==> src/rtl/tctk_pkg.sv <==
`timescale 1ns / 1ps

package tctk_pkg;

    // sizing
    localparam int NUM_PHYS_REGS = 256;
    localparam int CHAIN_DEPTH   = 16;
    localparam int DONE_DEPTH    = 16;
    localparam int PC_W          = 48;
    localparam int REG_W         = 8;
    localparam int NSRC_W        = 2;
    localparam int NSRC          = 3;
    localparam int STATUS_W      = 3;
    localparam int CHIDX_W       = 4;
    localparam int QUEUE_DEPTH   = 2;   // power of two, pointers wrap by overflow

    localparam int TIDX_W = (NUM_PHYS_REGS > 1) ? $clog2(NUM_PHYS_REGS) : 1;
    localparam int CNT_W  = $clog2(CHAIN_DEPTH + 1);
    localparam int CIDX_W = (CHAIN_DEPTH > 1) ? $clog2(CHAIN_DEPTH) : 1;
    localparam int DIDX_W = (DONE_DEPTH > 1) ? $clog2(DONE_DEPTH) : 1;
    localparam int QPTR_W = (QUEUE_DEPTH > 1) ? $clog2(QUEUE_DEPTH) : 1;
    localparam int QCNT_W = $clog2(QUEUE_DEPTH + 1);

    // opcodes
    localparam logic OP_START  = 1'b0;
    localparam logic OP_RENAME = 1'b1;

    typedef logic [PC_W-1:0]   t_pc;
    typedef logic [TIDX_W-1:0] t_tidx;

    typedef enum logic [STATUS_W-1:0] {
        ST_STARTED   = 3'd0,
        ST_REFUSED   = 3'd1,
        ST_PROCESSED = 3'd2,
        ST_IGNORED   = 3'd3,
        ST_CHAIN     = 3'd4
    } t_status;

    // classified word handed from front to back
    typedef struct packed {
        logic                         is_start;
        logic                         start_ok;
        t_pc                          pc;
        logic [NSRC-1:0]              src_use;
        logic [NSRC-1:0][TIDX_W-1:0]  src_idx;
        logic                         dest_ok;
        t_tidx                        dest_idx;
        logic                         is_load;
    } t_item;

    // one result word
    typedef struct packed {
        t_status              status;
        logic                 src_tainted;
        logic                 dest_tainted;
        t_pc                  base_pc;
        t_pc                  chain_pc;
        logic [CHIDX_W-1:0]   chain_index;
        logic                 chain_overflowed;
        logic                 last;
    } t_result;

    typedef enum logic [1:0] {
        S_RUN  = 2'b01,
        S_EMIT = 2'b10
    } t_bstate;

    // register index lies inside the physical file
    function automatic logic reg_in_range(input logic [REG_W-1:0] r);
        return int'(r) < NUM_PHYS_REGS;
    endfunction

endpackage

==> src/rtl/tctk_queue.sv <==
`timescale 1ns / 1ps

module tctk_queue (
    input  logic              i_clk,
    input  logic              i_rst_n,
    input  logic              i_push_vld,
    input  tctk_pkg::t_item   i_push_item,
    output logic              o_full,
    output logic              o_vld,
    output tctk_pkg::t_item   o_item,
    input  logic              i_pop
);
    import tctk_pkg::*;

    t_item               r_mem [QUEUE_DEPTH];
    logic [QPTR_W-1:0]   r_wr_ptr, n_wr_ptr;
    logic [QPTR_W-1:0]   r_rd_ptr, n_rd_ptr;
    logic [QCNT_W-1:0]   r_cnt, n_cnt;
    logic                w_push;
    logic                w_pop;

    assign o_full = (int'(r_cnt) == QUEUE_DEPTH);
    assign o_vld  = (r_cnt != '0);
    assign o_item = r_mem[r_rd_ptr];
    assign w_push = i_push_vld && !o_full;
    assign w_pop  = i_pop && o_vld;

    // pointer and fill count update
    always_comb begin
        n_wr_ptr = r_wr_ptr;
        n_rd_ptr = r_rd_ptr;
        n_cnt    = r_cnt;
        if (w_push) begin
            n_wr_ptr = r_wr_ptr + 1'b1;
        end
        if (w_pop) begin
            n_rd_ptr = r_rd_ptr + 1'b1;
        end
        if (w_push && !w_pop) begin
            n_cnt = r_cnt + 1'b1;
        end else if (w_pop && !w_push) begin
            n_cnt = r_cnt - 1'b1;
        end
    end

    always_ff @(posedge i_clk) begin
        if (!i_rst_n) begin
            r_wr_ptr <= '0;
            r_rd_ptr <= '0;
            r_cnt    <= '0;
        end else begin
            r_wr_ptr <= n_wr_ptr;
            r_rd_ptr <= n_rd_ptr;
            r_cnt    <= n_cnt;
        end
    end

    // entry storage
    always_ff @(posedge i_clk) begin
        if (w_push) begin
            r_mem[r_wr_ptr] <= i_push_item;
        end
    end

endmodule

==> config.mk <==
export PLATFORM = sky130hd
export DESIGN_NAME = tctk_queue
export DESIGN_NICKNAME = d
export VERILOG_FILES = /design/src/rtl/tctk_pkg.sv /design/src/rtl/tctk_queue.sv
export SDC_FILE = /design/constraint.sdc
export NUM_CORES = 1
export LEC_CHECK = 0
export BUFFER_PORTS_ARGS = -buffer_cell sky130_fd_sc_hd__buf_4
export CAP_MARGIN = 20
export CORE_AREA = 2 2 125 127
export DETAILED_ROUTE_END_ITERATION = 7
export DIE_AREA = 0 0 127 129
export GPL_TIMING_DRIVEN = 1
export PLACE_DENSITY = 0.71
export SKIP_CTS_REPAIR_TIMING = 1
export SLEW_MARGIN = 30
export SYNTH_ARGS = -nofsm -noshare
export SYNTH_HDL_FRONTEND = slang
export SYNTH_SLANG_ARGS = --single-unit
==> constraint.sdc <==
create_clock -name i_clk -period 4.2 [get_ports i_clk]
set_input_delay 0.42 -clock i_clk [delete_from_list [all_inputs] [get_ports i_clk]]
set_output_delay 0.42 -clock i_clk [all_outputs]
set_load 0.01 [all_outputs]
==> results <==
- After synthesis, the largest family of logic cells by area is multiplexers.
- The horizontal extent of the die is approximately 130 um.
- The synthesized netlist occupies a cell area of between 0.006 and 0.007 sq mm.
- The startpoint class of the critical path is a flip-flop.
- In this run, flip-flops and latches consume between 40% and 50% of the power.
- The endpoint identified for the worst register-to-register timing path is r_mem[1][31].
- The primary flip-flop cell chosen by synthesis mapping is sky130_fd_sc_hd__edfxtp_1.
- The core area is around 0.015 sq mm.
- The setup check on the worst reg-to-reg path leaves a slack of between 2 and 2.5 ns.
- Summing all placed instances gives a cell area of ~0.0082 sq mm.
- The overflow left after global routing is 0.
- At the pin with the least slew margin, the transition time is between 0.8 and 0.9 ns.
- Of all nets on the critical path, the largest fanout is 61.
- The library cell with the highest instance count after synthesis is sky130_fd_sc_hd__edfxtp_1.
- Along the worst hold path, the cell count comes to 1.
- Summed over all nets, the switching power comes to ~1.3 mW.
- The cell count after synthesis came out at between 200 and 300.
- The worst clock skew on the final layout is between 0.005 and 0.006 ns.
- The maximum number of pins on one net before global-route repair is 66.
- The number of slew-limit violations in the final report came to 0.
- The net switching share of the total power is 25.9%.
- The longest clock path from root to sink contains 2 buffers.
- The initial core utilization is 44.3%.
- The total DRC errors in the routed layout is 0.
- Power spread over the standard cell area amounts to a little under 600 mW/mm^2.
- In this run, the combinational gates consume a little over a quarter of the power.
- For hold timing, the worst endpoint is r_mem[1][26].
- In this run the top signal layer used is met4.
- Averaged over all synthesized cells, the footprint is between 20 and 25 sq um.
- In the synthesized netlist, the cells that appear most often are sky130_fd_sc_hd__edfxtp_1 (174), sky130_fd_sc_hd__mux2_2 (57), sky130_fd_sc_hd__mux2_4 (30).
- The master of the slowest instance on the critical path is sky130_fd_sc_hd__dfxtp_4.
- The number of distinct library cells after synthesis is 23.
- The layout has ~1200 filler cells.
- Data arrives at the worst endpoint at ~2.3 ns.
- The number of flops mapped to enable cells by yosys is 174.
- The first-pass GRT wire length is ~18000 um.
- Setup repair after global routing left no endpoint under its margin.
- The clock insertion delay at the later pin of the skew report is between 0.4 and 0.5 ns.
- The final number of hold-violating endpoints is 0.
- With fillers left out, the area of the finished cells amounts to slightly below 0.009 sq mm.
- During I/O placement, the number of pins put on the boundary was 180.
- The die is 129 um tall.
- The compound-cell area share of the yosys netlist is 0.490%.
- The dominant cell type by area after synthesis is sky130_fd_sc_hd__edfxtp_1.
- Of the cells placed in the final design, the portion with a size suffix greater than 1 is ~60%.
- Multiplexer cells account for ~16% of the synthesized area.
- After Yosys synthesis, XOR and XNOR cells account for 0.396% of the synthesized area.
- The count of nets left with antenna violations once routing finished came out at 0.
- Setup total negative slack on the finished layout was measured at 0 ns.
- Yosys attributes the largest share of cell area to sky130_fd_sc_hd__edfxtp_1 (79%), sky130_fd_sc_hd__mux2_2 (9.7%), sky130_fd_sc_hd__mux2_4 (6.8%).
- The synthesized netlist devotes less than 1% of its cell area to adder and majority cells.
- The clock tree synthesis step divided the H-tree into 4 levels.
- The flow ran to the end, and the final reports show no timing, DRC or antenna violations.
- The synthesized-area fraction occupied by and/or/nand/nor cells is less than 1%.
- The clock transition at the registers of the reported paths is approximately 0.06 ns.
- The number of optimization iterations in the first detailed-route pass is 4.
- Measured against its own limit, the worst slew margin works out to around 40%.
- The number of global-route vias before repair was between 3000 and 4000.
- The weighted congestion reported at the end of routability-driven placement is 0.683.
- The share of the synthesized area in the top cell type is 78.7%.
- The aggregate routed wire length is about 12000 um.
- Synthesis produced a netlist with a net count of ~390.
- The TritonCTS buffer count is 17.
- The maximum clock rate is approximately 370 MHz.
- Buffers placed on the I/O ports in this run total roughly 180.
- The critical path goes through buf_4 -> mux2_2 -> buf_4.
- The critical path is of the reg -> out type.
- The length in cells of the worst reg-to-reg path is 3.
- The routed via count is roughly 3300.
- The clock drives between 150 and 200 sinks.
- Setup violations remaining at the end of the flow were counted as 0.
- The design internal power is 3.84 mW.
- The clock power share is 27.5%.
- STA puts the critical path data required time at about 3.8 ns.
- Synthesis inferred between 150 and 200 register bits.
- 0 antenna diodes ended up in the layout.
- The min-delay analysis places its worst path in the category in -> reg.
- The routed design uses about 940 um of met3 wire.
- For this block, wires on met1 add up to roughly 4700 um.
- The cell chosen for the clock root is sky130_fd_sc_hd__clkbuf_16.
- The worst hold path begins at i_push_item[26].
- Once detailed placement completed, the half-perimeter wirelength came to 7600 um.
- The reported max-cap violation count is 0.
- For this run, the total global-route usage over all layers was measured as 14.5%.
- The number of design-rule violations left by the first detailed-router iteration is approximately 220.
- The analysis attributes to cell leakage a power of 3.30 nW.
- Yosys printed 0 warnings.
- STA classifies the critical path endpoint as a primary output.
- The peak supply drop is between 0.3 and 0.4 mV.
- The routed wirelength normalized by instance count is 17.0 um.
- The design draws roughly 5.2 mW.
- The period utilization is about two thirds.
- In the synthesized netlist the async set-or-reset flop fraction comes to 0%.
- The floorplan step defined a die boundary enclosing 0.0164 sq mm.
- Relative to the synthesized area, the layout overhead comes to 31.6%.
- TritonCTS built the clock tree.
- The initial antenna violation count is 0.
- The launching point of the worst reg2reg path is r_cnt[0].
- The critical path's largest stage delay is between 0.9 and 1 ns.
- The number of vias per cell is approximately 4.8.
- The total met2 wirelength after detailed routing is 5950 um.
- The cell occurring most often along the worst timing path is sky130_fd_sc_hd__buf_4.
- Counting I/O delays and the setup requirement, the final critical path takes between 2 and 3 ns.
- The number of placement rows is 45.
- For this run, the register share of the synthesized area comes to around 80%.
- After the last flow step, the layout net total stands at between 500 and 600.
## cell usage in the layout (no fill, tap or decap), drive strengths merged, types with 2 or more instances in the layout
| cell type | count |
|---|---|
| o21ai | 2 |
| inv | 2 |
| a21boi | 2 |
| edfxtp | 174 |
| and2 | 3 |
| clkinv | 8 |
| clkinvlp | 2 |
| mux2 | 87 |
| dfxtp | 5 |
| clkbuf | 21 |
| buf | 185 |
| xnor2 | 2 |
## layout make-up
class / count / area, sq um / share of cell area, %
Clock inverter: 11 / 88.8 / 1.02
Multi-Input combinational cell: 105 / 1230 / 14.1
Tap cell: 188 / 235 / 2.69
Timing Repair Buffer: 185 / 1400 / 16.0
Clock buffer: 21 / 440 / 5.04
Inverter: 2 / 7.51 / 0.0859
Sequential cell: 179 / 5330 / 61.0
## metrics by stage
step                hold slack, ns  worst slack, ns  std cells  util, %
floorplan                    0.479             1.08        296        -
global placement             0.497             1.91        658     54.7
detailed placement           0.513             1.88        658     54.7
CTS                          0.157             1.42        690     58.2
global route                 0.157             1.35        691     58.3
finish                       0.181             1.47        691     58.3
## how the worst max path moves through the flow
stage | cells after the start | endpoint | slack [ns]
floorplan | 3 | r_mem[0][0] | 1.08
global placement | 3 | o_item[73] | 1.91
detailed placement | 3 | o_item[4] | 1.88
CTS | 3 | o_item[4] | 1.42
global route | 3 | o_item[4] | 1.35
finish | 3 | o_item[65] | 1.47
## critical path, delay by kind of cell (launching register included)
family   cells  cell delay [ns]
flops        1             0.93
mux          1             0.37
buf+inv      2             0.54
## registers in the layout (all words and copies together) (netlist names), named ones only
signal    count
r_cnt         2
r_mem       174
r_rd_ptr      1
r_wr_ptr      1
## power by group through the flow
stage / logic [mW] / clock network, mW / registers, mW
5_1_grt: 1.46 / 1.54 / 2.42
2_1_floorplan: 0.863 / 0 / 2.34
3_5_place_dp: 1.37 / 0 / 2.44
3_3_place_gp: 1.36 / 0 / 2.42
4_1_cts: 1.38 / 1.46 / 2.40
6_report: 1.36 / 1.42 / 2.39
## routing by layer
layer,vias to the layer above,track usage (%)
met2,123,24.8
met3,15,6.15
li1,1557,-
met5,-,0
met4,0,6.40
met1,1612,16.0
## kinds of logic after synthesis
group / after synthesis
flip-flops: 179
AO/OA/AOI/OAI: 5
AND/OR/NAND/NOR: 9
multiplexers: 87
adder cells (fa/ha/maj): 1
buffers and inverters: 12
XOR/XNOR: 3
Note: power is estimated with default switching activity, not from simulation.
