--- src/rtl/tctk_pkg.sv ---
`timescale 1ns / 1ps

package tctk_pkg;

    // sizing
    localparam int NUM_PHYS_REGS = 256;
    localparam int CHAIN_DEPTH   = 16;
    localparam int DONE_DEPTH    = 16;
    localparam int PC_W          = 48;
    localparam int REG_W         = 8;
    localparam int NSRC_W        = 2;
    localparam int NSRC          = 3;
    localparam int STATUS_W      = 3;
    localparam int CHIDX_W       = 4;
    localparam int QUEUE_DEPTH   = 2;   // power of two, pointers wrap by overflow

    localparam int TIDX_W = (NUM_PHYS_REGS > 1) ? $clog2(NUM_PHYS_REGS) : 1;
    localparam int CNT_W  = $clog2(CHAIN_DEPTH + 1);
    localparam int CIDX_W = (CHAIN_DEPTH > 1) ? $clog2(CHAIN_DEPTH) : 1;
    localparam int DIDX_W = (DONE_DEPTH > 1) ? $clog2(DONE_DEPTH) : 1;
    localparam int QPTR_W = (QUEUE_DEPTH > 1) ? $clog2(QUEUE_DEPTH) : 1;
    localparam int QCNT_W = $clog2(QUEUE_DEPTH + 1);

    // opcodes
    localparam logic OP_START  = 1'b0;
    localparam logic OP_RENAME = 1'b1;

    typedef logic [PC_W-1:0]   t_pc;
    typedef logic [TIDX_W-1:0] t_tidx;

    typedef enum logic [STATUS_W-1:0] {
        ST_STARTED   = 3'd0,
        ST_REFUSED   = 3'd1,
        ST_PROCESSED = 3'd2,
        ST_IGNORED   = 3'd3,
        ST_CHAIN     = 3'd4
    } t_status;

    // classified word handed from front to back
    typedef struct packed {
        logic                         is_start;
        logic                         start_ok;
        t_pc                          pc;
        logic [NSRC-1:0]              src_use;
        logic [NSRC-1:0][TIDX_W-1:0]  src_idx;
        logic                         dest_ok;
        t_tidx                        dest_idx;
        logic                         is_load;
    } t_item;

    // one result word
    typedef struct packed {
        t_status              status;
        logic                 src_tainted;
        logic                 dest_tainted;
        t_pc                  base_pc;
        t_pc                  chain_pc;
        logic [CHIDX_W-1:0]   chain_index;
        logic                 chain_overflowed;
        logic                 last;
    } t_result;

    typedef enum logic [1:0] {
        S_RUN  = 2'b01,
        S_EMIT = 2'b10
    } t_bstate;

    // register index lies inside the physical file
    function automatic logic reg_in_range(input logic [REG_W-1:0] r);
        return int'(r) < NUM_PHYS_REGS;
    endfunction

endpackage

--- src/rtl/tctk_back.sv ---
`timescale 1ns / 1ps

module tctk_back (
    input  logic               i_clk,
    input  logic               i_rst_n,
    input  logic               i_vld,
    input  tctk_pkg::t_item    i_item,
    output logic               o_pop,
    output logic               o_res_vld,
    output tctk_pkg::t_result  o_res
);
    import tctk_pkg::*;

    // session and taint state
    logic [NUM_PHYS_REGS-1:0] r_taint, n_taint;
    logic                     r_active, n_active;
    t_pc                      r_base, n_base;
    logic                     r_base_done, n_base_done;

    // chain store, kept sorted
    t_pc                      r_chain [CHAIN_DEPTH];
    t_pc                      n_chain [CHAIN_DEPTH];
    logic [CNT_W-1:0]         r_cnt, n_cnt;
    logic                     r_full, n_full;

    // completed stride list
    t_pc                      r_done_pc [DONE_DEPTH];
    t_pc                      n_done_pc [DONE_DEPTH];
    logic [DONE_DEPTH-1:0]    r_done_vld, n_done_vld;
    logic [DIDX_W-1:0]        r_done_slot, n_done_slot;

    // sequencer and output register
    t_bstate                  r_state, n_state;
    logic [CIDX_W-1:0]        r_emit_idx, n_emit_idx;
    logic                     r_out_vld, n_out_vld;
    t_result                  r_out, n_out;

    // datapath intermediates
    logic                     w_st;
    logic                     w_done_hit;
    logic [CHAIN_DEPTH-1:0]   w_lt;
    logic [CHAIN_DEPTH-1:0]   w_eq;
    logic [CNT_W-1:0]         w_pos;
    t_pc                      w_ins [CHAIN_DEPTH];
    logic                     w_emit_last;

    assign o_pop     = (r_state == S_RUN) && i_vld;
    assign o_res_vld = r_out_vld;
    assign o_res     = r_out;

    // source taint lookup
    always_comb begin
        w_st = 1'b0;
        for (int k = 0; k < NSRC; k++) begin
            w_st = w_st || (i_item.src_use[k] && r_taint[i_item.src_idx[k]]);
        end
    end

    // completed-list search for a new stride pc
    always_comb begin
        w_done_hit = 1'b0;
        for (int d = 0; d < DONE_DEPTH; d++) begin
            w_done_hit = w_done_hit || (r_done_vld[d] && (r_done_pc[d] == i_item.pc));
        end
    end

    // sorted insert position and shifted copy of the chain
    always_comb begin
        for (int i = 0; i < CHAIN_DEPTH; i++) begin
            w_lt[i] = (i < int'(r_cnt)) && (r_chain[i] < i_item.pc);
            w_eq[i] = (i < int'(r_cnt)) && (r_chain[i] == i_item.pc);
        end
        w_pos = CNT_W'($countones(w_lt));
        for (int i = 0; i < CHAIN_DEPTH; i++) begin
            w_ins[i] = r_chain[i];
        end
        for (int i = 1; i < CHAIN_DEPTH; i++) begin
            if (i > int'(w_pos)) begin
                w_ins[i] = r_chain[i-1];
            end
        end
        for (int i = 0; i < CHAIN_DEPTH; i++) begin
            if (i == int'(w_pos)) begin
                w_ins[i] = i_item.pc;
            end
        end
    end

    assign w_emit_last = ((CNT_W'(r_emit_idx) + 1'b1) == r_cnt);

    // item execution and chain emission
    always_comb begin
        n_taint     = r_taint;
        n_active    = r_active;
        n_base      = r_base;
        n_base_done = r_base_done;
        n_chain     = r_chain;
        n_cnt       = r_cnt;
        n_full      = r_full;
        n_done_pc   = r_done_pc;
        n_done_vld  = r_done_vld;
        n_done_slot = r_done_slot;
        n_state     = r_state;
        n_emit_idx  = r_emit_idx;
        n_out_vld   = 1'b0;
        n_out       = '0;
        n_out.last  = 1'b1;

        case (r_state)
            S_RUN: begin
                if (i_vld) begin
                    if (i_item.is_start) begin
                        // session start from a stride load
                        n_out_vld = 1'b1;
                        if (i_item.start_ok) begin
                            n_taint[i_item.dest_idx] = 1'b1;
                            n_base       = i_item.pc;
                            n_base_done  = w_done_hit;
                            n_chain[0]   = i_item.pc;
                            n_cnt        = CNT_W'(1);
                            n_full       = 1'b0;
                            n_active     = 1'b1;
                            n_out.status       = ST_STARTED;
                            n_out.dest_tainted = 1'b1;
                            n_out.base_pc      = i_item.pc;
                        end else begin
                            n_out.status = ST_REFUSED;
                        end
                    end else if (!r_active) begin
                        n_out_vld     = 1'b1;
                        n_out.status  = ST_IGNORED;
                        n_out.base_pc = r_base;
                    end else if (r_base_done) begin
                        // stride pc already completed: drop the session
                        n_active      = 1'b0;
                        n_out_vld     = 1'b1;
                        n_out.status  = ST_IGNORED;
                        n_out.base_pc = r_base;
                    end else begin
                        // chain grows on a tainted source
                        if (w_st && !(|w_eq)) begin
                            if (int'(r_cnt) >= CHAIN_DEPTH) begin
                                n_full = 1'b1;
                            end else begin
                                n_chain = w_ins;
                                n_cnt   = r_cnt + 1'b1;
                            end
                        end
                        if (i_item.dest_ok) begin
                            n_taint[i_item.dest_idx] = w_st;
                        end
                        if (i_item.is_load && w_st) begin
                            // detection: clear taints, close session, log stride pc
                            n_taint                  = '0;
                            n_active                 = 1'b0;
                            n_done_pc[r_done_slot]   = r_base;
                            n_done_vld[r_done_slot]  = 1'b1;
                            if (int'(r_done_slot) == DONE_DEPTH - 1) begin
                                n_done_slot = '0;
                            end else begin
                                n_done_slot = r_done_slot + 1'b1;
                            end
                            n_emit_idx = '0;
                            n_state    = S_EMIT;
                        end else begin
                            n_out_vld          = 1'b1;
                            n_out.status       = ST_PROCESSED;
                            n_out.src_tainted  = w_st;
                            n_out.dest_tainted = i_item.dest_ok && w_st;
                            n_out.base_pc      = r_base;
                        end
                    end
                end
            end
            S_EMIT: begin
                // one chain entry per cycle, ascending
                n_out_vld              = 1'b1;
                n_out.status           = ST_CHAIN;
                n_out.src_tainted      = 1'b1;
                n_out.base_pc          = r_base;
                n_out.chain_pc         = r_chain[r_emit_idx];
                n_out.chain_index      = CHIDX_W'(r_emit_idx);
                n_out.chain_overflowed = r_full;
                n_out.last             = w_emit_last;
                if (w_emit_last) begin
                    n_state = S_RUN;
                end else begin
                    n_emit_idx = r_emit_idx + 1'b1;
                end
            end
            default: begin
                n_state = S_RUN;
            end
        endcase
    end

    // control state
    always_ff @(posedge i_clk) begin
        if (!i_rst_n) begin
            r_taint     <= '0;
            r_active    <= 1'b0;
            r_base      <= '0;
            r_base_done <= 1'b0;
            r_cnt       <= '0;
            r_full      <= 1'b0;
            r_done_vld  <= '0;
            r_done_slot <= '0;
            r_state     <= S_RUN;
            r_emit_idx  <= '0;
            r_out_vld   <= 1'b0;
        end else begin
            r_taint     <= n_taint;
            r_active    <= n_active;
            r_base      <= n_base;
            r_base_done <= n_base_done;
            r_cnt       <= n_cnt;
            r_full      <= n_full;
            r_done_vld  <= n_done_vld;
            r_done_slot <= n_done_slot;
            r_state     <= n_state;
            r_emit_idx  <= n_emit_idx;
            r_out_vld   <= n_out_vld;
        end
    end

    // payload stores
    always_ff @(posedge i_clk) begin
        r_chain   <= n_chain;
        r_done_pc <= n_done_pc;
        r_out     <= n_out;
    end

endmodule

--- config.mk ---
export PLATFORM = sky130hd
export DESIGN_NAME = tctk_back
export DESIGN_NICKNAME = d
export VERILOG_FILES = /design/src/rtl/tctk_pkg.sv /design/src/rtl/tctk_back.sv
export SDC_FILE = /design/constraint.sdc
export NUM_CORES = 2
export LEC_CHECK = 0
export ABC_AREA = 0
export BUFFER_PORTS_ARGS = -buffer_cell sky130_fd_sc_hd__buf_2
export CORE_MARGIN = 2
export CORE_UTILIZATION = 55
export DETAILED_ROUTE_END_ITERATION = 12
export PLACE_DENSITY = 0.77
export SKIP_CTS_REPAIR_TIMING = 1
export SYNTH_ARGS = -nofsm -noshare
export SYNTH_HDL_FRONTEND = slang
export SYNTH_SLANG_ARGS = --single-unit
--- constraint.sdc ---
create_clock -name i_clk -period 12.54 [get_ports i_clk]
set_clock_uncertainty 0.2 [all_clocks]
set_input_delay 1.254 -clock i_clk [delete_from_list [all_inputs] [get_ports i_clk]]
set_output_delay 1.254 -clock i_clk [all_outputs]
set_load 0.02 [all_outputs]
==> flow_summary_export.csv <==
group,metric,value,unit
worst_setup_path,path_max_fanout,27,
place,dp_hpwl,264.4,mm
worst_setup_path,end_kind,"register",
cts,cts_buffers,206,
cts,cts_tree,"done",
logic_synthesis,synth_nets,9599,
die,num_rows,163,
logic_synthesis,ys_types,90,
timing,worst_pin_slew,1662,ps
logic_synthesis,synth-edff-count,1536,
die,initial_core_util,55.34,%
routing,avgViaCountPerCell,7.156,
min_path,hp-start,"r_base[20]",
logic_synthesis,ys_warn_count,0,
logic_synthesis,syn_area,109100,um^2
logic_synthesis,yosys-top-cells-area,"edfxtp_1, ha_1, mux4_2",
logic_synthesis,synthCells,8718,
routing,vias,83088,
die,die_x,449.5,um
cts,ctsLongestPathBuffers,3,
outcome,outcome,"complete, but fails checks",
timing,finalSetupViolCount,0,
outcome,violations,"capacitance limit, slew limit",
timing,slew-limit-headroom,-10.97,%
grt,grt_start_max_net_pins,98,
routing,wl,395.9,mm
logic_synthesis,synth-seq-area-share,50.44,%
cells_and_area,drive_gt1_share,17.82,%
worst_setup_path,cp-startpoint,"i_item[54]",
place,numPortBuffers,198,
timing,slew_viol_final,38,
job,maxCapViolations,2,
worst_setup_path,cp-start-kind,"input port",
die,ios,199,
logic_synthesis,synth_top_area_cell,"edfxtp_1",
grt,grtUsageTotal,38.24,%
routing,firstDrtPassIters,9,
grt,first_global_vias,79850,
timing,rsz0062_at_grt,"no",
logic_synthesis,yosysTopAreaCellShare,42.26,%
pwr,power_density,122.5,nW/um^2
routing,ant_nets,0,
pwr,ir_drop,0.1644,mV
routing,wl_per_cell,34.09,um
logic_synthesis,synth-seq-cells,1982,
timing,layout_min_cycle_time,10110,ps
timing,fin_tns_setup,0,ps
logic_synthesis,syn_avg_cell_area,12.52,um^2
pwr,p_leak,0.04473,uW
die,dieArea,202000,um^2
die,core_region_area,197200,um^2
cts,cts.clk_slew.worst_paths,60,ps
timing,fmax,0.09892,GHz
place,gp_congestion,1.017,
grt,grt_overflow,0,
timing,min_period_over_period,80.61,%
die,die_y,449.5,um
grt,grt_first_pass_wirelength,563.9,mm
cells_and_area,final_nets,9637,
cells_and_area,area_growth,10.25,%
worst_setup_path,critPathKind,"in2reg",
pwr,power,14740,uW
cts,clock_sinks,1982,
worst_setup_path,r2r-start,"r_chain[505]",
cts,cts_root_buf,"clkbuf_16",
cells_and_area,layout_common_cells,"edfxtp_1, ha_1, nand2_1",
logic_synthesis,synth-async-reset-ratio,0,%
routing,drc,0,
routing,drtIter0Drc,13366,
cells_and_area,layout_commonest_cell,"edfxtp_1",
logic_synthesis,synth_ff_type,"edfxtp_1",
cts,htree_levels,4,
worst_setup_path,arrival,10540,ps
grt,antenna_found_initial,34,
cells_and_area,n_fill_cell,14925,
timing,hold_viol_final,0,
min_path,min_path_type,"reg2reg",
cts,clock_latency,930,ps
worst_setup_path,crit_required,12970,ps
[worst max-delay path, cell delays in order]
cell      delay (ps)
buf_2            230
clkinv_1         700
buf_4            430
ha_1             290
and4_1           180
a21oi_1          170
a21boi_0         120
o21a_1           200
o21a_1           170
o21a_1           170
o21ai_0          440
a21boi_0         230
a211oi_1         320
fa_1             510
fa_1             520
fa_1             540
inv_1             50
fa_1             520
inv_1             40
ha_1             210
fa_1             970
nand2_1          220
nor2_1           370
and3_2           720
buf_4            500
mux2_2           400
[cell type report]
class | instances | area (um^2) | share of cell area, %
Sequential cell | 1982 | 55080 | 45.77
Timing Repair Buffer | 427 | 2733 | 2.271
Inverter | 119 | 446.7 | 0.3712
Clock inverter | 99 | 1245 | 1.035
Clock buffer | 293 | 5866 | 4.874
Multi-Input combinational cell | 6020 | 51590 | 42.87
Antenna cell | 31 | 77.57 | 0.06446
Tap cell | 2640 | 3303 | 2.745
[worst paths after layout]
check / end / slack [ps] / cells after the start
setup / recovery: r_chain[415] / 2430 / 26
hold / removal: r_base[20] / 260 / 2
setup reg to reg: r_chain[415] / 3360 / 24
hold reg to reg: r_base[20] / 260 / 2
[power by group]
part / internal, uW / leakage [uW] / switching [uW]
registers: 7060 / 0.0182 / 53.1
logic: 360 / 0.0231 / 807
clock network: 3660 / 0.00347 / 2800
[cell usage after synthesis (16+ instances only)]
cell / count
edfxtp_1: 1536
a22o_1: 60
dfxtp_1: 446
a221oi_1: 16
nor2_1: 186
nor2b_1: 104
o31ai_1: 135
nand3_1: 108
nand2b_1: 70
mux2i_1: 55
o21a_1: 104
clkbuf_1: 452
buf_2: 36
o22ai_1: 115
nor4_1: 169
xor2_1: 515
o211ai_1: 140
buf_1: 80
nand4_1: 242
and2_1: 60
and3_1: 16
nor3_1: 75
a211oi_1: 24
mux4_2: 420
a21o_1: 256
a22oi_1: 50
o2bb2ai_1: 18
o21ai_0: 643
clkinv_1: 18
ha_1: 781
buf_4: 19
inv_1: 101
nand2_1: 675
mux2_2: 334
or3_1: 20
xnor2_1: 192
a21oi_1: 255
[state kept, by name (all words and copies together), names as in the netlist]
register,cells
o_res,107
o_res_vld,1
r_active,1
r_base,48
r_base_done,1
r_chain,768
r_cnt,5
r_done_pc,768
r_done_slot,4
r_done_vld,16
r_emit_idx,4
r_full,1
r_state,2
r_taint,256
[kinds of logic (layout without fill, tap and decap cells)]
family | Yosys count | in the layout | synth area share, %
flip-flops | 1982 | 1982 | 50.44
adder cells (fa/ha/maj) | 791 | 791 | 9.136
buffers and inverters | 716 | 938 | 2.645
other | 0 | 31 | 0
XOR/XNOR | 707 | 707 | 5.673
AO/OA/AOI/OAI | 1940 | 1940 | 11.42
multiplexers | 809 | 809 | 12.62
AND/OR/NAND/NOR | 1773 | 1773 | 8.068
[per-stage QoR]
step / instance area (um^2) / std cells / setup slack (ps) / hold slack, ps / util [%]
floorplan: 109100 / 8718 / 133.1 / 229.4 / -
global placement: 113200 / 11188 / 1677 / 236.5 / 57.37
detailed placement: 113200 / 11188 / 1640 / 242.8 / 57.37
CTS: 120300 / 11580 / 2562 / 262.1 / 60.98
global route: 120300 / 11595 / 2135 / 275.0 / 61.00
finish: 120300 / 11611 / 2431 / 265.0 / 61.02
[per-layer routing]
metal  wire length, um  global-route usage (%)
met4             32040                   25.92
met1            136100                   48.19
met5                92                       0
met3             55480                   11.72
met2            172100                   56.71
(Power assumes the default switching activity.)
