**config.mk**
```make
export PLATFORM = sky130hd
export DESIGN_NAME = tctk_front
export DESIGN_NICKNAME = d
export VERILOG_FILES = /design/src/rtl/tctk_pkg.sv /design/src/rtl/tctk_front.sv
export SDC_FILE = /design/constraint.sdc
export NUM_CORES = 1
export LEC_CHECK = 0
export ABC_CLOCK_PERIOD_IN_PS = 7900
export BUFFER_PORTS_ARGS = -buffer_cell sky130_fd_sc_hd__buf_2
export CORE_ASPECT_RATIO = 0.5
export CORE_MARGIN = 8
export CORE_UTILIZATION = 41
export CTS_CLUSTER_DIAMETER = 50
export DETAILED_ROUTE_END_ITERATION = 12
export GPL_ROUTABILITY_DRIVEN = 0
export GPL_TIMING_DRIVEN = 0
export HOLD_SLACK_MARGIN = 0.06
export PLACE_DENSITY_LB_ADDON = 0.15
export SETUP_SLACK_MARGIN = 0.15
export SLEW_MARGIN = 20
export SYNTH_ARGS = -nofsm -noshare
export SYNTH_HDL_FRONTEND = slang
export SYNTH_SLANG_ARGS = --single-unit
```
**constraint.sdc**
```tcl
create_clock -name i_clk -period 7.9 [get_ports i_clk]
set_clock_uncertainty 0.05 [all_clocks]
set_input_delay 2.37 -clock i_clk [delete_from_list [all_inputs] [get_ports i_clk]]
set_output_delay 2.37 -clock i_clk [all_outputs]
set_load 0.03 [all_outputs]
```
**src/rtl/tctk_pkg.sv**
```systemverilog
`timescale 1ns / 1ps

package tctk_pkg;

    // sizing
    localparam int NUM_PHYS_REGS = 256;
    localparam int CHAIN_DEPTH   = 16;
    localparam int DONE_DEPTH    = 16;
    localparam int PC_W          = 48;
    localparam int REG_W         = 8;
    localparam int NSRC_W        = 2;
    localparam int NSRC          = 3;
    localparam int STATUS_W      = 3;
    localparam int CHIDX_W       = 4;
    localparam int QUEUE_DEPTH   = 2;   // power of two, pointers wrap by overflow

    localparam int TIDX_W = (NUM_PHYS_REGS > 1) ? $clog2(NUM_PHYS_REGS) : 1;
    localparam int CNT_W  = $clog2(CHAIN_DEPTH + 1);
    localparam int CIDX_W = (CHAIN_DEPTH > 1) ? $clog2(CHAIN_DEPTH) : 1;
    localparam int DIDX_W = (DONE_DEPTH > 1) ? $clog2(DONE_DEPTH) : 1;
    localparam int QPTR_W = (QUEUE_DEPTH > 1) ? $clog2(QUEUE_DEPTH) : 1;
    localparam int QCNT_W = $clog2(QUEUE_DEPTH + 1);

    // opcodes
    localparam logic OP_START  = 1'b0;
    localparam logic OP_RENAME = 1'b1;

    typedef logic [PC_W-1:0]   t_pc;
    typedef logic [TIDX_W-1:0] t_tidx;

    typedef enum logic [STATUS_W-1:0] {
        ST_STARTED   = 3'd0,
        ST_REFUSED   = 3'd1,
        ST_PROCESSED = 3'd2,
        ST_IGNORED   = 3'd3,
        ST_CHAIN     = 3'd4
    } t_status;

    // classified word handed from front to back
    typedef struct packed {
        logic                         is_start;
        logic                         start_ok;
        t_pc                          pc;
        logic [NSRC-1:0]              src_use;
        logic [NSRC-1:0][TIDX_W-1:0]  src_idx;
        logic                         dest_ok;
        t_tidx                        dest_idx;
        logic                         is_load;
    } t_item;

    // one result word
    typedef struct packed {
        t_status              status;
        logic                 src_tainted;
        logic                 dest_tainted;
        t_pc                  base_pc;
        t_pc                  chain_pc;
        logic [CHIDX_W-1:0]   chain_index;
        logic                 chain_overflowed;
        logic                 last;
    } t_result;

    typedef enum logic [1:0] {
        S_RUN  = 2'b01,
        S_EMIT = 2'b10
    } t_bstate;

    // register index lies inside the physical file
    function automatic logic reg_in_range(input logic [REG_W-1:0] r);
        return int'(r) < NUM_PHYS_REGS;
    endfunction

endpackage

```
**src/rtl/tctk_front.sv**
```systemverilog
`timescale 1ns / 1ps

module tctk_front (
    input  logic                              i_clk,
    input  logic                              i_rst_n,
    input  logic                              start,
    output logic                              busy,
    input  logic                              i_opcode,
    input  logic [tctk_pkg::PC_W-1:0]         i_pc,
    input  logic                              i_is_stride_pc,
    input  logic [tctk_pkg::NSRC_W-1:0]       i_num_srcs,
    input  logic [tctk_pkg::REG_W-1:0]        i_src_a_reg,
    input  logic [tctk_pkg::REG_W-1:0]        i_src_b_reg,
    input  logic [tctk_pkg::REG_W-1:0]        i_src_c_reg,
    input  logic                              i_has_dest,
    input  logic [tctk_pkg::REG_W-1:0]        i_dest_reg,
    input  logic                              i_is_load,
    input  logic                              i_q_full,
    output logic                              o_item_vld,
    output tctk_pkg::t_item                   o_item
);
    import tctk_pkg::*;

    logic  r_vld, n_vld;
    t_item r_item, n_item;
    logic  w_accept;
    logic  w_push;
    logic  w_dest_ok;
    logic [REG_W-1:0] w_src [NSRC];

    // handshake: hold the word until the queue takes it
    assign busy     = r_vld && i_q_full;
    assign w_accept = start && !busy;
    assign w_push   = r_vld && !i_q_full;

    assign o_item_vld = r_vld;
    assign o_item     = r_item;

    // classify the incoming word
    always_comb begin
        w_src[0]  = i_src_a_reg;
        w_src[1]  = i_src_b_reg;
        w_src[2]  = i_src_c_reg;
        w_dest_ok = i_has_dest && reg_in_range(i_dest_reg);

        n_item          = '0;
        n_item.is_start = (i_opcode == OP_START);
        n_item.start_ok = i_is_stride_pc && w_dest_ok;
        n_item.pc       = i_pc;
        for (int k = 0; k < NSRC; k++) begin
            n_item.src_use[k] = (k < int'(i_num_srcs)) && reg_in_range(w_src[k]);
            n_item.src_idx[k] = TIDX_W'(w_src[k]);
        end
        n_item.dest_ok  = w_dest_ok;
        n_item.dest_idx = TIDX_W'(i_dest_reg);
        n_item.is_load  = i_is_load;
    end

    // stage valid
    always_comb begin
        n_vld = r_vld;
        if (w_accept) begin
            n_vld = 1'b1;
        end else if (w_push) begin
            n_vld = 1'b0;
        end
    end

    always_ff @(posedge i_clk) begin
        if (!i_rst_n) begin
            r_vld <= 1'b0;
        end else begin
            r_vld <= n_vld;
        end
    end

    // payload stage
    always_ff @(posedge i_clk) begin
        if (w_accept) begin
            r_item <= n_item;
        end
    end

endmodule

```
==> summary.txt, run 1 <==
Status
  • Outcome: finished clean

Global route
  • Gr busiest metal: met2
  • Global Route met1 Usage: 0.106
  • Gr ovfl total: 0
  • Routing usage on met3: 0.0940
  • Vias in the first global route: ~1700
  • Initial antenna violation count: 1
  • Met2 usage: 0.236
  • First-pass GRT wire length: between 8 and 9 mm
  • Gr usage total: 0.132
  • Largest net degree at the start of global routing: 31

Critical path
  • CP Capture Type: output port
  • Worst path most repeated cell: buf_2
  • R2R Setup Slk: between 6 and 7 ns
  • Path depth of the worst reg2reg path: 4
  • CP arrival: 2.80 ns
  • R2R Path End: o_item[23]$_DFFE_PP_
  • Largest stage delay on the critical path: 0.17 ns
  • Crit path launch type: input port
  • CP bufs+invs: 2
  • Slowest stage cell, crit path: buf_2
  • Crit path from: i_q_full
  • Crit Path Max Fanout: 3
  • Crit path required time: roughly 5.5 ns
  • Worst-path cell chain: buf_2 -> and2_4 -> buf_2
  • Reg-to-reg critical path startpoint: o_item_vld$_SDFFE_PN0P_
  • Family with the most delay on the worst path: buffers and inverters
  • Critical Path End: busy
  • Critical Path Stages: 3
  • CP Class: input port to output port

Worst hold path
  • Worst hold-check path type: flip-flop to flip-flop

Route
  • Via count of the routed design: about 1600
  • Final wirelength: about 6.5 mm
  • Starting DRT DRC Count: 84
  • Drt pass-1 iters: 4
  • Post-route ant nets: 0
  • Routed len/inst: between 15 and 20 µm
  • Residual DRC: 0
  • Drt via density: about 4.3

STA
  • Min cycle time layout: approximately 5.2 ns
  • Final setup violation count: 0
  • Final hold vios: 0
  • Final worst-path cycle share: 0.661
  • Relative slew slack: 0.672
  • RSZ-0062 raised after global routing: false
  • Final Max Slew Viols: 0
  • Setup WS post-layout: roughly 2.7 ns
  • Tightest Pin Transition: roughly 0.5 ns
  • Fmax: approximately 190 MHz

Floorplan
  • Core area: 6180 µm²
  • Die Span Y: about 73 µm
  • Rows: 20
  • I/O Pins: about 180
  • Initial Utilization: 0.433
  • Die Wd: around 130 µm
  • Die Area: approximately 9500 µm²

Clocking
  • Clock Pin Slew Worst Setup and Hold Paths: about 0.060 ns
  • Worst-skew pair later-pin latency: 0.33 ns
  • Clk root buf: clkbuf_16
  • Sink Count: approximately 90
  • Num CTS Buffers: 9
  • CTS Hold Bufs: 0
  • Clock Path Buffers: 2
  • Post-CTS Resized: 0
  • H-tree Lvls: 3
  • CTS tree: yes
  • Postcts setup bufs: 0

Final layout
  • Fin util: 0.650
  • Share of cells above drive strength 1: 0.677
  • Final #Nets: ~380
  • Layout Area Growth over Synthesis: 50.0%
  • Final non-filler cell total: 379
  • Fin area: 4020 µm²
  • Diode count: 0

Placed design
  • PortBufs: around 180
  • Placed Area: 3760 µm²
  • Dpl cells: around 360
  • Pre-CTS WS: between 2 and 3 ns

Synth
  • Cells after synthesis: between 90 and 100
  • Post-synthesis sequential area ratio: 0.983
  • Cell variety after synth: 8
  • Synthesized area per cell: around 28 µm²
  • Yosys reg bits: 88
  • Synth warnings: 0
  • Syn nets: 185
  • Post-Syn Area: ~2700 µm²

Power
  • Tot Pwr: around 0.0010 W
  • VDD IR max: ~0.00019 V
  • PD cells: about 260 nW/µm²
  • Leak: approximately 1.7 nW

Run
  • Max-cap violation count: 0
## cell usage in the layout, fill, tap and decap left out, drive strengths merged
| cell | count |
|---|---|
| o21a | 1 |
| or2 | 1 |
| clkinvlp | 1 |
| buf | 181 |
| inv | 1 |
| dfxtp | 1 |
| clkbuf | 11 |
| edfxtp | 87 |
| clkinv | 3 |
| nor2b | 1 |
| and2 | 3 |
## cell usage after synthesis (all sizes together)
cell	instances	area (µm²)
and2	3	21.3
dfxtp	1	20.0
edfxtp	87	2610
inv	1	3.75
nor2b	1	6.26
o21a	1	7.51
or2	1	6.26
## worst min-delay path: stages, from the launching register on
cell	delay, ns
dfxtp_1	0.32
and2_4	0.16
o21a_1	0.10
## layout make-up
type	count	area, µm²
clock inverter	4	22.5
fill	454	2160
sequential	88	2630
multi-input combinational	6	48.8
timing repair buffer	181	966
tap	88	110
clock buffer	11	233
inverter	1	3.75
## cell families after synthesis
kind of cell	after synthesis	share of synthesized area
AOI/OAI and AO/OA	1	0.00280
and+or+nand+nor	5	0.0126
DFF	88	0.983
buffers and inverters	1	0.00140
## how the worst min path moves through the flow
stage                     slack [ns]                      end  cells after the start               startpoint
after floorplan                 0.77  o_item_vld$_SDFFE_PN0P_                      2  o_item_vld$_SDFFE_PN0P_
after global placement          0.52  o_item_vld$_SDFFE_PN0P_                      2  o_item_vld$_SDFFE_PN0P_
after detailed placement        0.55  o_item_vld$_SDFFE_PN0P_                      2  o_item_vld$_SDFFE_PN0P_
after CTS                       0.56  o_item_vld$_SDFFE_PN0P_                      2  o_item_vld$_SDFFE_PN0P_
after global routing            0.59  o_item_vld$_SDFFE_PN0P_                      2  o_item_vld$_SDFFE_PN0P_
final                           0.56  o_item_vld$_SDFFE_PN0P_                      2  o_item_vld$_SDFFE_PN0P_
## stage by stage
stage / TNS [ns] / hold slack [ns]
2_1_floorplan: 0 / 0.769
3_3_place_gp: -29.05 / 0.519
3_5_place_dp: 0 / 0.548
4_1_cts: 0 / 0.563
5_1_grt: 0 / 0.591
6_report: 0 / 0.558
## registers in the layout (all words and copies together), names as in the netlist
name / cells
o_item: 87
o_item_vld: 1
## per-layer routing
metal	vias to the layer above	routed length [µm]
met2	99	3410
met3	9	945
met1	748	2020
li1	764	-
met4	2	98
met5	-	13
## report_power, final
part	total, W	switching, W	leakage [nW]	internal, W
Combinational	0.000121	0.0000824	0.764	0.0000386
Sequential	0.000552	0.00000570	0.850	0.000546
Clock	0.000358	0.000149	0.125	0.000209
Note: power is estimated with default switching activity, not from simulation.
==> inputs of run 2 (changes only) <==
ABC_CLOCK_PERIOD_IN_PS = 4500   (was 7900)
CORE_UTILIZATION = 37   (was 41)
clock period = 4.5 ns   (was 7.9 ns; I/O delays follow)
==> summary.txt, run 2 (synthesis gave the netlist of run 1 again) <==
Critical path
  • Path depth of the worst reg2reg path: 4 (unchanged)
  • Crit path launch type: input port (unchanged)
  • Crit path required time: 3.10 ns (was 5.48 ns)
  • R2R Setup Slk: 2.82 ns (was 6.23 ns)
  • Reg-to-reg critical path startpoint: o_item_vld$_SDFFE_PN0P_ (unchanged)
  • Family with the most delay on the worst path: buffers and inverters (unchanged)
  • R2R Path End: o_item[52]$_DFFE_PP_ (was o_item[23]$_DFFE_PP_)
  • CP Capture Type: output port (unchanged)
  • Crit Path Max Fanout: 3 (unchanged)
  • CP arrival: 1.78 ns (was 2.80 ns)
  • Largest stage delay on the critical path: 0.17 ns (about the same)
  • CP bufs+invs: 2 (unchanged)
  • Worst path most repeated cell: buf_2 (unchanged)
  • Slowest stage cell, crit path: buf_2 (unchanged)
  • Worst-path cell chain: buf_2 -> and2_4 -> buf_2 (unchanged)
  • CP Class: input port to output port (unchanged)

Floorplan
  • I/O Pins: 179 (unchanged)
  • Rows: 22 (was 20)
  • Initial Utilization: 0.374 (was 0.433)
  • Die Span Y: 76.2 µm (was 73.1 µm)
  • Die Area: 10400 µm² (was 9530 µm²)
  • Core area: 7160 µm² (was 6180 µm²)
  • Die Wd: 136 µm (was 130 µm)

Status
  • Outcome: finished clean (unchanged)

STA
  • Fmax: roughly 310 MHz
  • Final worst-path cycle share: 0.707
  • Hold WS: 0.567 ns (was 0.558 ns)
  • Final hold vios: 0 (unchanged)
  • Final setup violation count: 0 (unchanged)
  • RSZ-0062 raised after global routing: false (unchanged)
  • Tightest Pin Transition: 0.504 ns (was 0.491 ns)
  • Relative slew slack: 0.663 (was 0.672)
  • Min cycle time layout: about 3.2 ns
  • Final Max Slew Viols: 0 (unchanged)

Route
  • Routed len/inst: 17.4 µm (was 17.1 µm)
  • Final wirelength: 6.75 mm (was 6.49 mm)
  • Post-route ant nets: 0 (unchanged)
  • Drt via density: 4.21 (was 4.28)
  • Drt pass-1 iters: 4 (unchanged)
  • Via count of the routed design: 1635 (was 1622)
  • Starting DRT DRC Count: 63 (was 84)
  • Residual DRC: 0 (unchanged)

Clocking
  • Clk root buf: clkbuf_16 (unchanged)
  • Post-CTS Resized: 0 (unchanged)
  • CTS Hold Bufs: 0 (unchanged)
  • Postcts setup bufs: 0 (unchanged)
  • Worst-skew pair later-pin latency: 0.32 ns (was 0.33 ns)
  • Num CTS Buffers: 9 (unchanged)
  • H-tree Lvls: 3 (unchanged)
  • Sink Count: 88 (unchanged)
  • CTS tree: yes (unchanged)
  • Clock Pin Slew Worst Setup and Hold Paths: 0.06 ns (about the same)
  • Clock Path Buffers: 2 (unchanged)

Final layout
  • Diode count: 0 (unchanged)
  • Final #Nets: 377 (unchanged)
  • Max reg flops: 87 (unchanged)
  • Share of cells above drive strength 1: 0.671 (was 0.677)
  • Final non-filler cell total: 388 (was 379)
  • Layout Area Growth over Synthesis: 51.0% (was 50.0%)
  • Most common cell after layout, fill and taps aside: buf_2 (unchanged)
  • Most frequent cells in the layout: buf_2, edfxtp_1, clkbuf_16 (was buf_2, edfxtp_1, clkbuf_16, clkinv_2)
  • Fin util: 0.565 (was 0.650)

Global route
  • Vias in the first global route: 1735 (was 1742)
  • Gr usage total: 0.130 (was 0.132)
  • Initial antenna violation count: 0 (was 1)
  • Largest net degree at the start of global routing: 30 (was 31)
  • Gr ovfl total: 0 (unchanged)
  • First-pass GRT wire length: 9.94 mm (was 8.89 mm)

Worst hold path
  • Worst hold-check path type: flip-flop to flip-flop (unchanged)
  • HP Start: o_item_vld$_SDFFE_PN0P_ (unchanged)
  • Hold path cells: 2 (unchanged)
  • Hold EP: o_item_vld$_SDFFE_PN0P_ (unchanged)

Placed design
  • PortBufs: 178 (unchanged)
  • HPWL after DPL: between 5 and 6 mm
  • Dpl cells: 372 (was 364)

Power
  • VDD IR max: 0.000279 V (was 0.000190 V)
  • Tot Pwr: 0.00188 W (was 0.00103 W)
  • PD cells: 464 nW/µm² (was 257 nW/µm²)
  • Leak: 1.75 nW (was 1.74 nW)

Run
  • Max-cap violation count: 0 (unchanged)
[run 2: cell type report]
cell class | count | area, µm²
Clock buffer | 11 | 233
Clock inverter | 5 | 47.5
Fill cell | 616 | 3110
Inverter | 1 | 3.75
Multi-Input combinational cell | 6 | 48.8
Sequential cell | 88 | 2630
Tap cell | 96 | 120
Timing Repair Buffer | 181 | 958
[run 2: worst max-delay path by stage]
stage | from | end | slack (ns) | depth (start not counted)
global route | i_q_full | busy | 1.30 | 3
detailed placement | i_q_full | busy | 1.32 | 3
finish | i_q_full | busy | 1.32 | 3
CTS | i_q_full | busy | 1.32 | 3
global placement | i_q_full | o_item[52]$_DFFE_PP_ | -0.75 | 3
floorplan | i_q_full | o_item[0]$_DFFE_PP_ | 0.19 | 2
[run 2: worst min-delay path, delay by kind of cell, from the launching register on]
family,cells,cell delay (ns)
simple gates,1,0.16
flops,1,0.33
compound gates,1,0.10
[run 2: report_power, final]
group	switching [W]	internal, W	leakage, nW
sequential	0.0000104	0.000958	0.850
clock	0.000271	0.000424	0.138
combinational	0.000145	0.0000668	0.761
total	0.000426	0.00145	1.75
[run 2: metal layers]
metal | up-vias | track usage | routed length [µm]
li1 | 765 | - | -
met1 | 760 | 0.129 | 2420
met2 | 100 | 0.201 | 3140
met3 | 10 | 0.0947 | 1070
met4 | 0 | 0.0588 | 111
met5 | - | 0 | 0
[run 2: stage by stage]
step	TNS [ns]	instance area (µm²)	setup slack, ns
final	0	4040	1.32
after global routing	0	4040	1.30
after CTS	0	4040	1.32
after detailed placement	0	3760	1.32
after global placement	-64.89	3690	-0.752
after floorplan	0	2680	0.193
==> inputs of run 3 (changes only) <==
ABC_AREA = 1   (was unset)
ABC_CLOCK_PERIOD_IN_PS = 3000   (was 4500)
CORE_UTILIZATION = 41   (was 37)
clock period = 3 ns   (was 4.5 ns; I/O delays follow)
==> summary.txt, run 3 <==
Status
  • Outcome: finished clean (unchanged)

STA
  • RSZ-0062 raised after global routing: false (unchanged)
  • Final worst-path cycle share: 0.751
  • Fin Setup TNS: 0 ns (unchanged)
  • Final Max Slew Viols: 0 (unchanged)
  • Tightest Pin Transition: 0.174 ns (was 0.504 ns)
  • Relative slew slack: 0.884 (was 0.663)
  • Setup WS post-layout: 0.747 ns (was 1.32 ns)
  • Min cycle time layout: approximately 2.3 ns
  • Final setup violation count: 0 (unchanged)
  • Final hold vios: 0 (unchanged)
  • Fmax: about 440 MHz

Synth
  • Cell variety after synth: 7 (was 8)
  • Yosys reg bits: 88 (unchanged)
  • Asr flop ratio synth: 0 (unchanged)
  • Post-synth top area cell: edfxtp_1 (unchanged)
  • Post-synthesis sequential area ratio: 0.982 (was 0.983)
  • Post-Synth Simple-Gate Area: 0.00793 (was 0.0126)
  • Synthesized area per cell: 26.8 µm² (was 28.2 µm²)
  • Largest family of logic cells by synthesized area: buffers and inverters (was simple AND/OR/NAND/NOR gates)
  • Post-Synth Adder-Cell Area: 0 (unchanged)
  • Most frequent cells after synthesis: edfxtp_1, inv_1, nand2_1 (was edfxtp_1, and2_1)
  • Post-Syn Area: 2680 µm² (about the same)
  • Synth area leaders: edfxtp_1, inv_1, dfxtp_1 (was edfxtp_1, dfxtp_1, and2_1)
  • Synth Area in XOR/XNOR: 0 (unchanged)
  • Synth warnings: 0 (unchanged)
  • Cells after synthesis: 100 (was 95)
  • EDFF count, synth: 87 (unchanged)
  • Top cell type's share of synthesized area: 0.974 (was 0.976)
  • Compound-Gate Fraction of Synth Area: 0.00187 (was 0.00280)
  • Main synth FF type: edfxtp_1 (unchanged)
  • Most common cell in the synthesized netlist: edfxtp_1 (unchanged)
  • Syn nets: 190 (was 185)
  • Post-synthesis mux area share: 0 (unchanged)

Critical path
  • Crit path required time: 2.05 ns (was 3.10 ns)
  • Path depth of the worst reg2reg path: 6 (was 4)
  • Reg-to-reg critical path startpoint: o_item_vld$_SDFFE_PN0P_ (unchanged)
  • Crit path launch type: input port (unchanged)
  • Crit Path Max Fanout: 2 (was 3)
  • R2R Path End: o_item[71]$_DFFE_PP_ (was o_item[52]$_DFFE_PP_)
  • CP Class: input port to output port (unchanged)
  • CP Capture Type: output port (unchanged)
  • R2R Setup Slk: 1.45 ns (was 2.82 ns)
  • CP arrival: 1.30 ns (was 1.78 ns)

Power
  • VDD IR max: 0.000454 V (was 0.000279 V)
  • Leak: 1.78 nW (was 1.75 nW)
  • PD cells: 715 nW/µm² (was 464 nW/µm²)

Clocking
  • Clock Path Buffers: 2 (unchanged)
  • H-tree Lvls: 3 (unchanged)
  • CTS tree: yes (unchanged)
  • Clk root buf: clkbuf_16 (unchanged)
  • Worst-skew pair later-pin latency: 0.32 ns (about the same)
  • Sink Count: 88 (unchanged)
  • Num CTS Buffers: 9 (unchanged)
  • CTS Hold Bufs: 0 (unchanged)
  • Postcts setup bufs: 0 (unchanged)
  • Clock Pin Slew Worst Setup and Hold Paths: 0.06 ns (about the same)
  • Post-CTS Resized: 0 (unchanged)

Route
  • Drt via density: 4.31 (was 4.21)
  • Starting DRT DRC Count: 112 (was 63)
  • Routed len/inst: 17.3 µm (was 17.4 µm)
  • Via count of the routed design: 1659 (was 1635)
  • Residual DRC: 0 (unchanged)
  • Drt pass-1 iters: 4 (unchanged)
  • Final wirelength: 6.65 mm (was 6.75 mm)
  • Post-route ant nets: 0 (unchanged)

Final layout
  • Filler cells: 483 (was 616)
  • Most common cell after layout, fill and taps aside: buf_2 (unchanged)
  • Share of cells above drive strength 1: 0.667 (was 0.671)
  • Diode count: 0 (unchanged)
  • Final #Nets: 382 (was 377)
  • Seq. cell area: 2630 µm² (unchanged)
  • Most frequent cells in the layout: buf_2, edfxtp_1, clkbuf_16, inv_1, buf_12 (was buf_2, edfxtp_1, clkbuf_16)
  • Max reg flops: 87 (unchanged)
  • Layout Area Growth over Synthesis: 51.7% (was 51.0%)
  • Area of the multi-input gates: 36.3 µm² (was 48.8 µm²)

Floorplan
  • Initial Utilization: 0.432 (was 0.374)
  • Die Wd: 130 µm (was 136 µm)
  • Die Area: 9540 µm² (was 10400 µm²)
  • I/O Pins: 179 (unchanged)
  • Rows: 20 (was 22)
  • Die Span Y: 73.2 µm (was 76.2 µm)
  • Core area: 6210 µm² (was 7160 µm²)

Global route
  • Gr ovfl total: 0 (unchanged)
  • First-pass GRT wire length: 9.27 mm (was 9.94 mm)
  • Vias in the first global route: 1743 (was 1735)
  • Initial antenna violation count: 0 (unchanged)
  • Largest net degree at the start of global routing: 31 (was 30)
  • Gr usage total: 0.133 (was 0.130)

Worst hold path
  • Worst hold-check path type: flip-flop to flip-flop (unchanged)
  • HP Start: o_item_vld$_SDFFE_PN0P_ (unchanged)
  • Hold path cells: 2 (unchanged)
  • Hold EP: o_item_vld$_SDFFE_PN0P_ (unchanged)

Placed design
  • Pre-CTS WS: 0.723 ns (was 1.32 ns)
  • HPWL after DPL: 5.31 mm (was 5.36 mm)
  • PortBufs: 178 (unchanged)

Run
  • Max-cap violation count: 0 (unchanged)
[run 3: cell types whose count changed in the layout (fill, tap and decap cells not counted), moves of 2 or more]
cell        delta
and2_1         -2
clkinvlp_4     +2
inv_1          +4
nand2_1        +2
[run 3: how the worst max path moves through the flow]
stage               slack (ns)  startpoint                    to
finish                    0.75    i_q_full                  busy
global route              0.72    i_q_full                  busy
floorplan                 0.18    i_q_full   o_item[0]$_DFFE_PP_
detailed placement        0.72    i_q_full  o_item[58]$_DFFE_PP_
global placement         -0.27    i_q_full  o_item[18]$_DFFE_PP_
CTS                       0.74    i_q_full                  busy
[run 3: layout make-up]
class                      instances  area share
sequential                        88       0.647
inverter                           6     0.00615
tap                               88      0.0271
clock inverter                     6      0.0206
clock buffer                      10      0.0563
timing repair buffer             181       0.234
multi-input combinational          6     0.00892
[run 3: metal layers]
metal	vias to the layer above	global-route usage	part of all wire
li1	773	-	-
met1	775	0.134	0.34
met2	100	0.234	0.52
met3	11	0.0692	0.12
met4	0	0.0479	0.017
met5	-	0	0
[run 3: metrics by stage]
step,total power (W),instances,utilization,cell area (µm²),hold slack (ns)
2_1_floorplan,0.00166,100,-,2690,0.579
3_3_place_gp,0.00178,366,0.595,3690,0.436
3_5_place_dp,0.00180,369,0.605,3750,0.448
4_1_cts,0.00295,385,0.655,4070,0.457
5_1_grt,0.00300,385,0.655,4070,0.475
6_report,0.00291,385,0.655,4070,0.450
[run 3: kinds of logic after synthesis]
group                  Yosys count
AO/OA/AOI/OAI                    1
buffers and inverters            6
flip-flops                      88
AND/OR/NAND/NOR                  5
[run 3: critical path, stage by stage]
cell and delay, ns:
buf_2 0.08, nand2_2 0.07, inv_4 0.06, buf_2 0.19
[run 3: report_power, final]
part / internal, W / total [W] / switching (W)
Combinational: 0.0000976 / 0.000316 / 0.000219
Clock: 0.000724 / 0.00114 / 0.000414
Sequential: 0.00144 / 0.00145 / 0.0000162
Total: 0.00226 / 0.00291 / 0.000649
